**src/hw/rtl/wfs_pkg.sv**
```systemverilog
package wfs_pkg;

    // Position format: signed Q16.16 held at POS_BITS bits (16..48)
    localparam int POS_BITS = 32;
    // pos - 2*tf needs 34 signed bits; work at least that wide
    localparam int CALC_W = (POS_BITS > 34) ? POS_BITS : 34;
    localparam logic signed [CALC_W-1:0] POS_MAX =
        CALC_W'((64'sd1 <<< (POS_BITS - 1)) - 64'sd1);
    localparam logic signed [CALC_W-1:0] POS_MIN = -POS_MAX - CALC_W'(1);

    // Configuration port
    localparam int CFG_IDX_W = 2;
    localparam int CFG_W     = 31;
    localparam int SC_W      = 8;
    localparam int TF_W      = 31;
    localparam logic [CFG_IDX_W-1:0] CFG_SLAVE_COUNT     = 2'd0;
    localparam logic [CFG_IDX_W-1:0] CFG_TRANSFER_FACTOR = 2'd1;
    localparam logic [CFG_IDX_W-1:0] CFG_AXIS_NEGATIVE   = 2'd2;
    localparam logic [SC_W-1:0] SC_RESET = 8'd1;
    localparam logic [TF_W-1:0] TF_RESET = 31'd65536;

    // System states
    localparam logic [3:0] ST_IDLE_WELD = 4'd1;
    localparam logic [3:0] ST_PRE       = 4'd2;
    localparam logic [3:0] ST_RUN       = 4'd4;
    localparam logic [3:0] ST_DELAY_GAS = 4'd7;
    localparam logic [3:0] ST_ALARM     = 4'd8;
    localparam logic [3:0] ST_RESET     = 4'd9;

    // Alarm codes
    localparam logic [2:0] ALM_NONE       = 3'd0;
    localparam logic [2:0] ALM_BUS_LOST   = 3'd1;
    localparam logic [2:0] ALM_HAND_SHORT = 3'd2;
    localparam logic [2:0] ALM_SHORT      = 3'd3;
    localparam logic [2:0] ALM_ARC_BROKEN = 3'd4;
    localparam logic [2:0] ALM_MACHINE    = 3'd5;

    // Axis commands
    localparam logic [1:0] CMD_NONE      = 2'd0;
    localparam logic [1:0] CMD_WELD_MOVE = 2'd1;
    localparam logic [1:0] CMD_IDLE      = 2'd2;

    // Digital input bits
    localparam int DI_SHORT_N     = 6;
    localparam int DI_ARC_LOST    = 14;
    localparam int DI_MACHINE_ERR = 5;

    localparam logic [31:0] UPTIME_MIN   = 32'd2;
    localparam int          HB_PER_SLAVE = 3;

    // Retract speed = round(3.33 * tf) = (333*tf + 50) / 100, built from the
    // two 16-bit halves of tf so each divide by 100 works on less than 2^26
    localparam int VEL_NUM  = 333;
    localparam int VEL_DEN  = 100;
    localparam int VEL_RND  = 50;
    localparam int TF_LO_W  = 16;
    localparam int SPD_A_W  = 24;   // 333 * (2^15-1) < 2^24
    localparam int SPD_C_W  = 25;   // 99*2^16 + 333*(2^16-1) + 50 < 2^25
    localparam int SPD_QA_W = 17;   // high-half quotient < 2^17
    localparam int SPD_QC_W = 19;   // low-half quotient < 2^19
    localparam int RCP_W    = 26;
    localparam int RCP_SH   = 32;
    localparam int SPD_AP_W = SPD_A_W + RCP_W;
    localparam int SPD_CP_W = SPD_C_W + RCP_W;
    // ceil(2^32 / 100): exact x / 100 for any x < 2^30
    localparam logic [RCP_W-1:0] RCP_100 = 26'd42949673;
    localparam int QUO_W    = 33;   // speed < 2^33
    localparam int REM_W    = 7;    // remainder < 100
    localparam int STEP_W   = 3;
    localparam logic [STEP_W-1:0] SPD_STEPS = 3'd4;
    localparam logic [QUO_W-1:0] MAG_RESET =
        QUO_W'((65536 * VEL_NUM + VEL_RND) / VEL_DEN);

    typedef struct packed {
        logic [31:0]        uptime;
        logic [9:0]         heartbeat_count;
        logic [15:0]        digital_inputs;
        logic               current_enabled;
        logic [3:0]         system_state;
        logic signed [31:0] axis_position;
    } in_word_t;

    typedef struct packed {
        logic [3:0]         new_system_state;
        logic [2:0]         alarm_code;
        logic               alarm_written;
        logic [1:0]         axis_command;
        logic               velocity_written;
        logic signed [31:0] target_velocity;
    } out_word_t;

endpackage

```
**src/hw/rtl/wfs_if.sv**
```systemverilog
interface wfs_in_if;
    import wfs_pkg::*;

    logic     valid;
    logic     ready;
    in_word_t data;

    modport source (output valid, output data, input ready);
    modport sink   (input valid, input data, output ready);
endinterface

interface wfs_out_if;
    import wfs_pkg::*;

    logic      valid;
    logic      ready;
    out_word_t data;

    modport source (output valid, output data, input ready);
    modport sink   (input valid, input data, output ready);
endinterface

```
**src/hw/rtl/weld_fault_supervisor.sv**
```systemverilog
// Welding fault supervisor, one input word per control tick, one result word
// back. Each word goes through an input register, one pass of check logic and
// an output register, so words stream at one per clock while the result side
// is taken and no speed divide runs; a stalled result holds off the input only
// once the input register is also full. Checks run only when uptime is
// above 2: heartbeat loss (count != 3 * slave_count) raises bus-lost and ends
// the tick, otherwise short circuit, arc broken and machine error are checked
// in that order, each seeing the state left by the one before, and the last
// alarm wins. A short circuit in idle-weld arms the arc-axis retract: the same
// tick latches an end point two transfer units back, later ticks drive the axis
// backward at round(3.33 * transfer_factor), and on arrival stop it and report
// state reset. The retract speed is a constant of transfer_factor and is worked
// out by a four-step reciprocal-multiply divide by 100 after every transfer_factor
// write; din.ready stays low from that write until the divide is done.
// Configuration writes take effect at once otherwise and are meant only while
// idle.
module weld_fault_supervisor (
    input  logic                          clk,
    input  logic                          rst_n,
    input  logic                          cfg_we,
    input  logic [wfs_pkg::CFG_IDX_W-1:0] cfg_index,
    input  logic [wfs_pkg::CFG_W-1:0]     cfg_wdata,
    wfs_in_if.sink                        din,
    wfs_out_if.source                     dout
);
    import wfs_pkg::*;

    typedef enum logic [2:0] {
        PH_IDLE = 3'b001,
        PH_MOVE = 3'b010,
        PH_DONE = 3'b100
    } phase_t;

    // ---------------- configuration registers ----------------
    logic [SC_W-1:0] slave_count_reg;
    logic [TF_W-1:0] transfer_factor_reg;
    logic            axis_negative_reg;

    always_ff @(posedge clk or negedge rst_n)
    begin
        if (!rst_n)
        begin
            slave_count_reg     <= SC_RESET;
            transfer_factor_reg <= TF_RESET;
            axis_negative_reg   <= 1'b0;
        end
        else if (cfg_we)
        begin
            case (cfg_index)
                CFG_SLAVE_COUNT:     slave_count_reg     <= cfg_wdata[SC_W-1:0];
                CFG_TRANSFER_FACTOR: transfer_factor_reg <= cfg_wdata[TF_W-1:0];
                CFG_AXIS_NEGATIVE:   axis_negative_reg   <= cfg_wdata[0];
                default:             ;
            endcase
        end
    end

    // ---------------- retract speed: (333*tf + 50) / 100 ----------------
    // tf = hi*2^16 + lo. With a = 333*hi = 100*qa + ra and b = 333*lo + 50,
    // the speed is qa*2^16 + (ra*2^16 + b) / 100. Both divides by 100 are
    // reciprocal multiplies. The stages follow transfer_factor_reg one step
    // per clock; the speed register loads on the last count of the sequence.
    logic                 tf_write;
    logic                 div_busy;
    logic [STEP_W-1:0]    div_count_reg;
    logic [STEP_W-1:0]    div_count_next;
    logic [SPD_A_W-1:0]   spd_a_reg;
    logic [SPD_A_W-1:0]   spd_a_next;
    logic [SPD_C_W-1:0]   spd_b_reg;
    logic [SPD_C_W-1:0]   spd_b_next;
    logic [SPD_QA_W-1:0]  spd_qa_reg;
    logic [SPD_QA_W-1:0]  spd_qa_next;
    logic [SPD_C_W-1:0]   spd_c_reg;
    logic [SPD_C_W-1:0]   spd_c_next;
    logic [QUO_W-1:0]     vel_mag_reg;
    logic [QUO_W-1:0]     vel_mag_next;
    logic [SPD_AP_W-1:0]  spd_qa_prod;
    logic [SPD_CP_W-1:0]  spd_qc_prod;
    logic [REM_W-1:0]     spd_ra;
    logic [QUO_W-1:0]     vel_mag;

    assign tf_write       = cfg_we && (cfg_index == CFG_TRANSFER_FACTOR);
    assign div_busy       = (div_count_reg != '0);
    assign div_count_next = tf_write ? SPD_STEPS
                          : (div_busy ? div_count_reg - STEP_W'(1) : div_count_reg);

    assign spd_a_next  = SPD_A_W'(transfer_factor_reg[TF_W-1:TF_LO_W]) * SPD_A_W'(VEL_NUM);
    assign spd_b_next  = SPD_C_W'(transfer_factor_reg[TF_LO_W-1:0]) * SPD_C_W'(VEL_NUM)
                         + SPD_C_W'(VEL_RND);
    assign spd_qa_prod = SPD_AP_W'(spd_a_reg) * SPD_AP_W'(RCP_100);
    assign spd_qa_next = spd_qa_prod[RCP_SH +: SPD_QA_W];
    assign spd_ra      = REM_W'(spd_a_reg - SPD_A_W'(spd_qa_reg) * SPD_A_W'(VEL_DEN));
    assign spd_c_next  = SPD_C_W'({spd_ra, {TF_LO_W{1'b0}}}) + spd_b_reg;
    assign spd_qc_prod = SPD_CP_W'(spd_c_reg) * SPD_CP_W'(RCP_100);
    assign vel_mag_next = (div_count_reg == STEP_W'(1))
                        ? QUO_W'({spd_qa_reg, {TF_LO_W{1'b0}}})
                          + QUO_W'(spd_qc_prod[RCP_SH +: SPD_QC_W])
                        : vel_mag_reg;
    assign vel_mag     = vel_mag_reg;

    always_ff @(posedge clk or negedge rst_n)
    begin
        if (!rst_n)
        begin
            div_count_reg <= '0;
            spd_a_reg     <= '0;
            spd_b_reg     <= '0;
            spd_qa_reg    <= '0;
            spd_c_reg     <= '0;
            vel_mag_reg   <= MAG_RESET;
        end
        else
        begin
            div_count_reg <= div_count_next;
            spd_a_reg     <= spd_a_next;
            spd_b_reg     <= spd_b_next;
            spd_qa_reg    <= spd_qa_next;
            spd_c_reg     <= spd_c_next;
            vel_mag_reg   <= vel_mag_next;
        end
    end

    // Backward velocity: -d * mag, saturated to 32 bits
    logic signed [31:0] vel_run;

    always_comb
    begin
        if (axis_negative_reg)
            vel_run = (vel_mag > QUO_W'(32'h7FFF_FFFF)) ? 32'sh7FFF_FFFF
                                                      : signed'(vel_mag[31:0]);
        else
            vel_run = (vel_mag >= QUO_W'(32'h8000_0000)) ? 32'sh8000_0000
                                                       : -signed'(vel_mag[31:0]);
    end

    // ---------------- handshake and pipeline ----------------
    logic      s1_valid_reg;
    logic      s1_valid_next;
    in_word_t  s1_word_reg;
    logic      out_valid_reg;
    logic      out_valid_next;
    out_word_t out_word_reg;
    logic      out_free;
    logic      s1_fire;
    logic      in_fire;

    assign out_free  = !out_valid_reg || dout.ready;
    assign s1_fire   = s1_valid_reg && out_free;
    assign din.ready = (!s1_valid_reg || out_free) && !div_busy && !tf_write;
    assign in_fire   = din.valid && din.ready;

    assign s1_valid_next  = in_fire ? 1'b1 : (s1_fire ? 1'b0 : s1_valid_reg);
    assign out_valid_next = s1_fire ? 1'b1 : (dout.ready ? 1'b0 : out_valid_reg);

    assign dout.valid = out_valid_reg;
    assign dout.data  = out_word_reg;

    // ---------------- retract state ----------------
    logic                      ret_en_reg;
    logic                      ret_en_next;
    phase_t                    ph_reg;
    phase_t                    ph_next;
    logic signed [POS_BITS-1:0] ret_end_reg;
    logic signed [POS_BITS-1:0] ret_end_next;

    // ---------------- check logic ----------------
    logic [9:0]               hb_expect;
    logic signed [CALC_W-1:0] pos_ext;
    logic signed [CALC_W-1:0] two_tf;
    logic signed [CALC_W-1:0] end_wide;
    logic signed [CALC_W-1:0] end_sat;
    logic signed [CALC_W-1:0] end_ext;
    logic                     at_end;
    out_word_t                res;
    logic [3:0]               st;
    logic                     work_en;
    phase_t                   work_ph;
    logic signed [POS_BITS-1:0] work_end;

    assign hb_expect = 10'(slave_count_reg) * 10'(HB_PER_SLAVE);
    assign pos_ext   = CALC_W'(s1_word_reg.axis_position);
    assign two_tf    = signed'(CALC_W'({transfer_factor_reg, 1'b0}));
    assign end_wide  = axis_negative_reg ? (pos_ext + two_tf) : (pos_ext - two_tf);
    assign end_sat   = (end_wide > POS_MAX) ? POS_MAX
                     : ((end_wide < POS_MIN) ? POS_MIN : end_wide);
    assign end_ext   = CALC_W'(ret_end_reg);
    // arrival: pos*d <= end*d
    assign at_end    = axis_negative_reg ? (pos_ext >= end_ext) : (pos_ext <= end_ext);

    always_comb
    begin
        st       = s1_word_reg.system_state;
        res      = '0;
        work_en  = ret_en_reg;
        work_ph  = ph_reg;
        work_end = ret_end_reg;
        res.alarm_code   = ALM_NONE;
        res.axis_command = CMD_NONE;

        if (s1_word_reg.uptime > UPTIME_MIN)
        begin
            if (s1_word_reg.heartbeat_count != hb_expect)
            begin
                st                = ST_ALARM;
                res.alarm_code    = ALM_BUS_LOST;
                res.alarm_written = 1'b1;
            end
            else
            begin
                if (!s1_word_reg.digital_inputs[DI_SHORT_N])
                begin
                    if (st == ST_IDLE_WELD)
                    begin
                        work_en           = 1'b1;
                        st                = ST_ALARM;
                        res.alarm_code    = ALM_HAND_SHORT;
                        res.alarm_written = 1'b1;
                    end
                    else if (st >= ST_PRE && st <= ST_DELAY_GAS)
                    begin
                        st                = ST_ALARM;
                        res.alarm_code    = ALM_SHORT;
                        res.alarm_written = 1'b1;
                    end
                end
                if (s1_word_reg.current_enabled && s1_word_reg.digital_inputs[DI_ARC_LOST]
                    && st >= ST_PRE && st <= ST_RUN)
                begin
                    st                = ST_ALARM;
                    res.alarm_code    = ALM_ARC_BROKEN;
                    res.alarm_written = 1'b1;
                end
                if (s1_word_reg.digital_inputs[DI_MACHINE_ERR])
                begin
                    st                = ST_ALARM;
                    res.alarm_code    = ALM_MACHINE;
                    res.alarm_written = 1'b1;
                end
                if (work_en)
                begin
                    unique case (ph_reg)
                        PH_IDLE:
                        begin
                            res.axis_command = CMD_WELD_MOVE;
                            work_ph          = PH_MOVE;
                            work_end         = end_sat[POS_BITS-1:0];
                        end
                        PH_MOVE:
                        begin
                            res.velocity_written = 1'b1;
                            if (at_end)
                            begin
                                res.axis_command = CMD_IDLE;
                                work_ph          = PH_DONE;
                                st               = ST_RESET;
                            end
                            else
                            begin
                                res.target_velocity = vel_run;
                            end
                        end
                        default:
                        begin
                            work_en = 1'b0;
                            work_ph = PH_IDLE;
                        end
                    endcase
                end
            end
        end
        res.new_system_state = st;
    end

    assign ret_en_next  = s1_fire ? work_en  : ret_en_reg;
    assign ph_next      = s1_fire ? work_ph  : ph_reg;
    assign ret_end_next = s1_fire ? work_end : ret_end_reg;

    always_ff @(posedge clk or negedge rst_n)
    begin
        if (!rst_n)
        begin
            s1_valid_reg  <= 1'b0;
            out_valid_reg <= 1'b0;
            ret_en_reg    <= 1'b0;
            ph_reg        <= PH_IDLE;
            ret_end_reg   <= '0;
        end
        else
        begin
            s1_valid_reg  <= s1_valid_next;
            out_valid_reg <= out_valid_next;
            ret_en_reg    <= ret_en_next;
            ph_reg        <= ph_next;
            ret_end_reg   <= ret_end_next;
        end
    end

    always_ff @(posedge clk)
    begin
        if (in_fire)
            s1_word_reg <= din.data;
        if (s1_fire)
            out_word_reg <= res;
    end

`ifndef ASSERT_OFF
    // no word enters while the retract speed is being recomputed
    a_no_accept_busy: assert property (@(posedge clk) disable iff (!rst_n)
        div_busy |-> !din.ready)
        else $error("word accepted during speed divide");

    // retract phases other than idle only exist with retract armed
    a_phase_armed: assert property (@(posedge clk) disable iff (!rst_n)
        (ph_reg == PH_MOVE || ph_reg == PH_DONE) |-> ret_en_reg)
        else $error("retract phase active while disarmed");

    // arrival word: go-idle command, zero velocity written, state reset
    a_arrival: assert property (@(posedge clk) disable iff (!rst_n)
        (dout.valid && dout.data.axis_command == CMD_IDLE) |->
        (dout.data.velocity_written && dout.data.target_velocity == '0
         && dout.data.new_system_state == ST_RESET))
        else $error("inconsistent retract arrival word");

    // the retract phase changes only when a word leaves the input stage
    a_phase_step: assert property (@(posedge clk) disable iff (!rst_n)
        (ph_reg != $past(ph_reg)) |-> $past(s1_fire))
        else $error("retract phase changed without a word");
`endif

endmodule

```
**src/flat_wrapper.sv**
```systemverilog
// flat-port wrapper written by rule: the top's interface ports become plain ports
module weld_fault_supervisor_flat import wfs_pkg::*;
  (clk, rst_n, cfg_we, cfg_index, cfg_wdata, din_valid, din_data, din_ready, dout_valid, dout_data, dout_ready);
  wfs_in_if din_i ();
  wfs_out_if dout_i ();
  input  logic clk;
  input  logic rst_n;
  input  logic cfg_we;
  input  logic [wfs_pkg::CFG_IDX_W-1:0] cfg_index;
  input  logic [wfs_pkg::CFG_W-1:0] cfg_wdata;
  input wire logic [$bits(din_i.valid)-1:0] din_valid;
  input wire logic [$bits(din_i.data)-1:0] din_data;
  output wire logic [$bits(din_i.ready)-1:0] din_ready;
  output wire logic [$bits(dout_i.valid)-1:0] dout_valid;
  output wire logic [$bits(dout_i.data)-1:0] dout_data;
  input wire logic [$bits(dout_i.ready)-1:0] dout_ready;
  assign din_i.valid = din_valid;
  assign din_i.data = din_data;
  assign din_ready = din_i.ready;
  assign dout_valid = dout_i.valid;
  assign dout_data = dout_i.data;
  assign dout_i.ready = dout_ready;
  weld_fault_supervisor u_core (.clk(clk), .rst_n(rst_n), .cfg_we(cfg_we), .cfg_index(cfg_index), .cfg_wdata(cfg_wdata), .din(din_i), .dout(dout_i));
endmodule
```
**config.mk**
```make
export PLATFORM = sky130hd
export DESIGN_NAME = weld_fault_supervisor_flat
export DESIGN_NICKNAME = d
export VERILOG_FILES = /design/src/hw/rtl/wfs_pkg.sv /design/src/hw/rtl/wfs_if.sv /design/src/hw/rtl/weld_fault_supervisor.sv /design/src/flat_wrapper.sv
export SDC_FILE = /design/constraint.sdc
export NUM_CORES = 2
export LEC_CHECK = 0
export ABC_CLOCK_PERIOD_IN_PS = 21200
export BUFFER_PORTS_ARGS = -buffer_cell sky130_fd_sc_hd__buf_2
export CAP_MARGIN = 5
export CORE_UTILIZATION = 55
export CTS_CLUSTER_DIAMETER = 60
export DETAILED_ROUTE_END_ITERATION = 12
export GPL_TIMING_DRIVEN = 0
export PLACE_DENSITY = 0.72
export REMOVE_ABC_BUFFERS = 1
export SLEW_MARGIN = 15
export SYNTH_ARGS = -nofsm -noshare
export SYNTH_HDL_FRONTEND = slang
export SYNTH_SLANG_ARGS = --single-unit
```
**constraint.sdc**
```tcl
create_clock -name clk -period 21.2 [get_ports clk]
set_input_delay 2.12 -clock clk [delete_from_list [all_inputs] [get_ports clk]]
set_output_delay 2.12 -clock clk [all_outputs]
set_load 0.1 [all_outputs]
```
# [After elaboration in Yosys (flattened, before gate mapping)]
# Cells that the tools add are included.
[totals] reg_bits=342 latch_bits=0 ram_bits=0 romBits=0 inputBits=133 output_inout_bits=45 elab_cells=139 n_memories=0
[classes] n_addsub=8 n_mul=6 div=0 magnitude_cmp=11 eq_ne=8 shift=0 n_mux=43 bitwise=4 n_reduce_logical=31
[op_table] op="2-to-1 mux 32 bit" n=6
[op_table] op="2-to-1 mux 4 bit" n=16
[op_table] op="multiplier 25 x 26 -> 51 bit (second input constant)" n=1
[op_table] op="multiplier 24 x 26 -> 49 bit (second input constant)" n=1
[op_table] op="adder 32 x 33 -> 34 bit" n=1
[op_table] op="> comparator 34 x 32 -> 1 bit (second input constant)" n=1
[op_table] op="less-than comparator 34 x 32 -> 1 bit (second input constant)" n=1
[op_table] op="2-to-1 mux 34 bit" n=1
[op_table] op="subtractor 32 x 33 -> 34 bit" n=1
[op_table] op="adder 33 x 19 -> 33 bit" n=1
[op_table] op="greater-or-equal comparator 33 x 32 -> 1 bit (second input constant)" n=1
[op_table] op="> comparator 33 x 31 -> 1 bit (second input constant)" n=1
[op_table] op="2-to-1 mux 33 bit" n=1
[op_table] op="greater-or-equal comparator 32 bit" n=1
[op_table] op="> comparator 32 x 2 -> 1 bit (second input constant)" n=1
[op_table] op="less-or-equal comparator 32 bit" n=1
[op_table] op="negator 32 bit" n=1
[op_table] op="adder 23 x 25 -> 25 bit" n=1
[op_table] op="adder 25 x 6 -> 25 bit (second input constant)" n=1
[op_table] op="multiplier 16 x 9 -> 25 bit (second input constant)" n=1
[op_table] op="multiplier 15 x 9 -> 24 bit (second input constant)" n=1
[op_table] op="multiplier 17 x 5 -> 5 bit (second input constant)" n=1
[op_table] op="2-to-1 mux 3 bit" n=4
[op_table] op="2-to-1 mux 1 bit" n=11
[op_table] op="other kinds (28)" n=54

# [Longest topological paths before layout]
[logic_depth] word_depth=17 mapped_depth=35 depth_no_buf=35

# [Least setup slack after synthesis]
# No wires, ideal clock.
[synth_path] path_type="flip-flop to flip-flop" startpoint="register u_core.spd_c_reg[8]" endpoint="register u_core.vel_mag_reg[32], in the netlist u_core.vel_mag[32]" setup_time_ns=0.083 t_arrival_ns=7.958 required_ns=21.117 path_slack_ns=13.160 stages_incl_launch_ff=32 n_path_buf=0 synth_period_minus_slack_ns=8.040 cell_sequence="dfrtp_1 fa_1 fa_1 inv_1 fa_1 inv_1 fa_1 fa_1 fa_1 inv_1 fa_1 inv_1 ha_1 a21oi_1 nor2b_1 o21ai_0 a31oi_1 o31ai_1 a21oi_1 o41ai_4 o21ai_1 o41ai_2 xnor2_1 ha_1 inv_1 fa_1 nor2b_1 o21ai_0 nor2_1 nand4_1 xor2_1 o21ai_0"
[synth_between] elab_chain_cells=2
[synth_lines] item="start: declaration" line_no="weld_fault_supervisor.sv:73" text="logic [SPD_C_W-1:0] spd_c_reg;"
[synth_lines] item="start signal: assignment" line_no="weld_fault_supervisor.sv:118" text="spd_c_reg <= spd_c_next;"
[synth_lines] item="multiplier 25 x 26 -> 51 bit" line_no="weld_fault_supervisor.sv:94" text="assign spd_qc_prod = SPD_CP_W'(spd_c_reg) * SPD_CP_W'(RCP_100);"
[synth_lines] item="adder 33 x 19 -> 33 bit" line_no="weld_fault_supervisor.sv:97" text="+ QUO_W'(spd_qc_prod[RCP_SH +: SPD_QC_W])"
[synth_lines] item="end signal: assignment" line_no="weld_fault_supervisor.sv:119" text="vel_mag_reg <= vel_mag_next;"
[synth_lines] item="end: declaration" line_no="weld_fault_supervisor.sv:75" text="logic [QUO_W-1:0] vel_mag_reg;"
# Every way passes these cells.
# A chain may end at the register's enable or synchronous reset.

# [Worst setup path after layout]
[layout_path] startpoint="register u_core.spd_c_reg[3]" endpoint="register u_core.vel_mag_reg[32], in the netlist u_core.vel_mag[32]"
# Same word-level chain as after synthesis.

==> impl_metrics.xml <==
<?xml version="1.0" encoding="UTF-8"?>
<metrics>
  <group name="floorplanning">
    <metric name="fp.coreArea" unit="mm²">0.07185</metric>
    <metric name="die_y" unit="µm">272.1</metric>
    <metric name="die_ar" unit="mm²">0.07403</metric>
    <metric name="start_util" unit="">0.5584</metric>
    <metric name="number_of_rows_created_at_floorplan" unit="">98</metric>
    <metric name="dieWidth" unit="µm">272.1</metric>
    <metric name="io_pins" unit="">178</metric>
  </group>
  <group name="yosys">
    <metric name="syn-instance-count" unit="">3919</metric>
    <metric name="sequential_element_share_of_the_synthesized_area" unit="">0.2218</metric>
    <metric name="synth-edff-count" unit="">125</metric>
    <metric name="post_synth_xor_area_fraction" unit="">0.03776</metric>
    <metric name="synth.lib_cells_used.distinct" unit="">79</metric>
    <metric name="synth.area.mux_share" unit="">0.004740</metric>
    <metric name="yosys_warning_count" unit="">0</metric>
    <metric name="share_of_synthesized_cell_area_in_and_or_nand_and_nor_gates" unit="">0.07138</metric>
    <metric name="synthArstFlopShare" unit="">0.6212</metric>
    <metric name="synth-adder-area-share" unit="">0.4799</metric>
    <metric name="netlist_area" unit="mm²">0.04012</metric>
    <metric name="postSynth.topFlopCell" unit="">dfrtp_1</metric>
    <metric name="synth-compound-area-share" unit="">0.09324</metric>
    <metric name="synth.ff_latch_count" unit="">330</metric>
    <metric name="combinational_family_with_the_most_area_after_synthesis" unit="">adder cells</metric>
    <metric name="synth.avg_cell_area" unit="µm²">10.24</metric>
  </group>
  <group name="setup_path">
    <metric name="critPathMostFrequentCell" unit="">fa_1</metric>
    <metric name="slowest_delay" unit="ps">660</metric>
    <metric name="timing.critical_path.from_type" unit="">flop</metric>
    <metric name="critical_path_peak_fanout" unit="">9</metric>
    <metric name="worstSetupStartpoint" unit="">u_core.spd_c_reg[3]</metric>
    <metric name="timing.setup.critical_path_class" unit="">flop to flop</metric>
    <metric name="crit-reg2reg-launch" unit="">u_core.spd_c_reg[3]</metric>
    <metric name="worstPathRequired" unit="ps">21650</metric>
    <metric name="crit_arrival" unit="ps">9970</metric>
    <metric name="cp-end-kind" unit="">flop</metric>
    <metric name="critPathSlowestCell" unit="">dfrtp_1</metric>
  </group>
  <group name="grt">
    <metric name="grt_antenna_before_repair" unit="">2</metric>
    <metric name="groute.usage.overall" unit="">0.2440</metric>
    <metric name="maximum_number_of_pins_on_one_net_before_global_route_repair" unit="">106</metric>
    <metric name="grt.overflow.total" unit="">0</metric>
    <metric name="grt_pass1_vias" unit="">28150</metric>
    <metric name="grt_pass1_wl" unit="µm">143300</metric>
  </group>
  <group name="final_layout">
    <metric name="most-common-layout-cells" unit="">inv_1 (915), ha_1 (755), fa_1 (490)</metric>
    <metric name="fill_cell_count" unit="">6005</metric>
    <metric name="number_of_flip_flops_under_the_largest_register_name" unit="">50</metric>
    <metric name="post_route_cells_drive_above_1_share" unit="">0.07702</metric>
    <metric name="area.growth.synth_to_final" unit="%">8.638</metric>
    <metric name="layout.nets" unit="">5460</metric>
    <metric name="layout_commonest_cell" unit="">inv_1</metric>
  </group>
  <group name="timing">
    <metric name="highest_achievable_clock_rate" unit="MHz">105.1</metric>
    <metric name="final.setup.tns" unit="ps">0</metric>
    <metric name="setup_viol_count_final" unit="">0</metric>
    <metric name="finalHoldViolations" unit="">0</metric>
    <metric name="clock-skew-final" unit="ps">53.52</metric>
    <metric name="timing.max_slew.rel_slack" unit="">0.2392</metric>
    <metric name="post-route-min-period" unit="ps">9518</metric>
    <metric name="period_share" unit="">0.4490</metric>
    <metric name="maxSlewViolCount" unit="">0</metric>
    <metric name="worst_margin_pin_slew" unit="ps">1137</metric>
    <metric name="rsz_0062_raised_after_global_routing" unit="">false</metric>
    <metric name="layout_setup_ws" unit="ps">11680</metric>
  </group>
  <group name="clocking">
    <metric name="post_cts.resized_instances" unit="">0</metric>
    <metric name="cts.htree.levels" unit="">2</metric>
    <metric name="ctsLongestPathBuffers" unit="">3</metric>
    <metric name="latest_clock_arrival_within_the_worst_skew_pair" unit="ps">600</metric>
    <metric name="cts_tree" unit="">built</metric>
    <metric name="cts.root.buffer_cell" unit="">clkbuf_16</metric>
    <metric name="cts.repair_timing.setup_buffer_count" unit="">0</metric>
    <metric name="cts.sink_count" unit="">330</metric>
    <metric name="numCtsBuffers" unit="">42</metric>
    <metric name="clk_transition_reported_paths" unit="ps">60</metric>
    <metric name="holdBufCountCts" unit="">0</metric>
  </group>
  <group name="placed_design">
    <metric name="place_congestion" unit="">0.9282</metric>
    <metric name="pre_cts_ws" unit="ps">11600</metric>
    <metric name="place.port_buffers" unit="">164</metric>
    <metric name="detailedPlacementHpwl" unit="µm">73090</metric>
  </group>
  <group name="detailed_routing">
    <metric name="routed-via-count" unit="">27260</metric>
    <metric name="routed_length_on_met1" unit="µm">38670</metric>
    <metric name="routed_wire_length" unit="µm">87080</metric>
    <metric name="detail_routed_via_count_per_cell" unit="">5.379</metric>
    <metric name="met2RoutedLength" unit="µm">41470</metric>
    <metric name="drtIter0Drc" unit="">1635</metric>
    <metric name="met3RoutedLength" unit="µm">4472</metric>
    <metric name="antenna_nets_post_route" unit="">0</metric>
    <metric name="detail_route.first_pass.iterations" unit="">6</metric>
    <metric name="avgRoutedWirePerCell" unit="µm">17.18</metric>
    <metric name="routed.top_layer" unit="">met4</metric>
    <metric name="detail_route.drc_violations" unit="">0</metric>
  </group>
  <group name="worst_hold_path">
    <metric name="worst_hold_startpoint" unit="">u_core.spd_b_reg[11]</metric>
    <metric name="hold_path.class" unit="">flop to flop</metric>
  </group>
  <group name="status">
    <metric name="outcome" unit="">complete, no violations</metric>
  </group>
  <group name="run">
    <metric name="maxCapViolCount" unit="">0</metric>
  </group>
</metrics>
## metrics by stage
stage	cell area (µm²)	hold slack, ps	cells	utilization
detailed placement	42130	335.6	4988	0.5863
CTS	43580	347.5	5066	0.6065
global placement	41920	331.1	4980	0.5833
global route	43590	354.6	5068	0.6066
finish	43590	346.2	5068	0.6066
floorplan	39910	331.2	3866	-
## logic make-up (layout without fill, tap and decap cells)
| group | Yosys count | after routing |
|---|---|---|
| buf+inv | 969 | 1166 |
| simple gates | 580 | 580 |
| other cells | 0 | 2 |
| fa+ha+maj | 1245 | 1245 |
| flops | 330 | 330 |
| mux | 17 | 17 |
| xor+xnor | 173 | 173 |
| compound gates | 605 | 605 |
## critical path: cells and delay by family (launching register included)
kind	cells	cell delay [ps]
buffers and inverters	4	200
adder cells (fa/ha/maj)	9	4080
flip-flops	1	660
XOR/XNOR	1	180
AO/OA/AOI/OAI	11	3200
AND/OR/NAND/NOR	5	1060
## cell type report
class	count	area (µm²)	share of cell area
multi-input cells	2620	27590	0.6329
clock inverters	26	340.3	0.007808
diodes	2	5.005	0.0001148
repair buffers	172	1013	0.02325
well taps	950	1189	0.02727
clock buffers	52	1109	0.02543
flip-flops and latches	330	8905	0.2043
inverters	916	3438	0.07888
## metal layers
metal,global-route usage,vias up
met2,0.4047,581
li1,-,13230
met1,0.3314,13340
met4,0.06963,0
met5,0,-
met3,0.03879,117
## worst paths after layout
| kind | end | slack [ps] | cells after the start |
|---|---|---|---|
| max | u_core.vel_mag[32] | 11680 | 30 |
| min | u_core.spd_c_reg[11] | 350 | 0 |
| max reg2reg | u_core.vel_mag[32] | 11680 | 30 |
| min reg2reg | u_core.spd_c_reg[11] | 350 | 0 |
| max in group asynchronous | u_core.vel_mag[14] | 18700 | 3 |
| min in group asynchronous | u_core.ret_end_reg[3] | 1540 | 2 |
## cells in the mapped netlist, drive strengths merged, types with 25 or more instances
cell / instances / area share
a21o: 67 / 0.013
a21oi: 193 / 0.024
clkbuf: 41 / 0.0038
dfrtp: 191 / 0.12
edfxtp: 125 / 0.094
fa: 490 / 0.24
ha: 755 / 0.24
inv: 916 / 0.086
nand2: 170 / 0.016
nand3: 42 / 0.0052
nand4: 32 / 0.0050
nor2: 135 / 0.013
nor3: 58 / 0.0074
nor4: 25 / 0.0051
o21ai: 164 / 0.020
xnor2: 102 / 0.022
xor2: 71 / 0.015
Power is left out: the tool's default activity adds up to more than one toggle a clock period on the data nets, which glitch-free logic cannot reach.
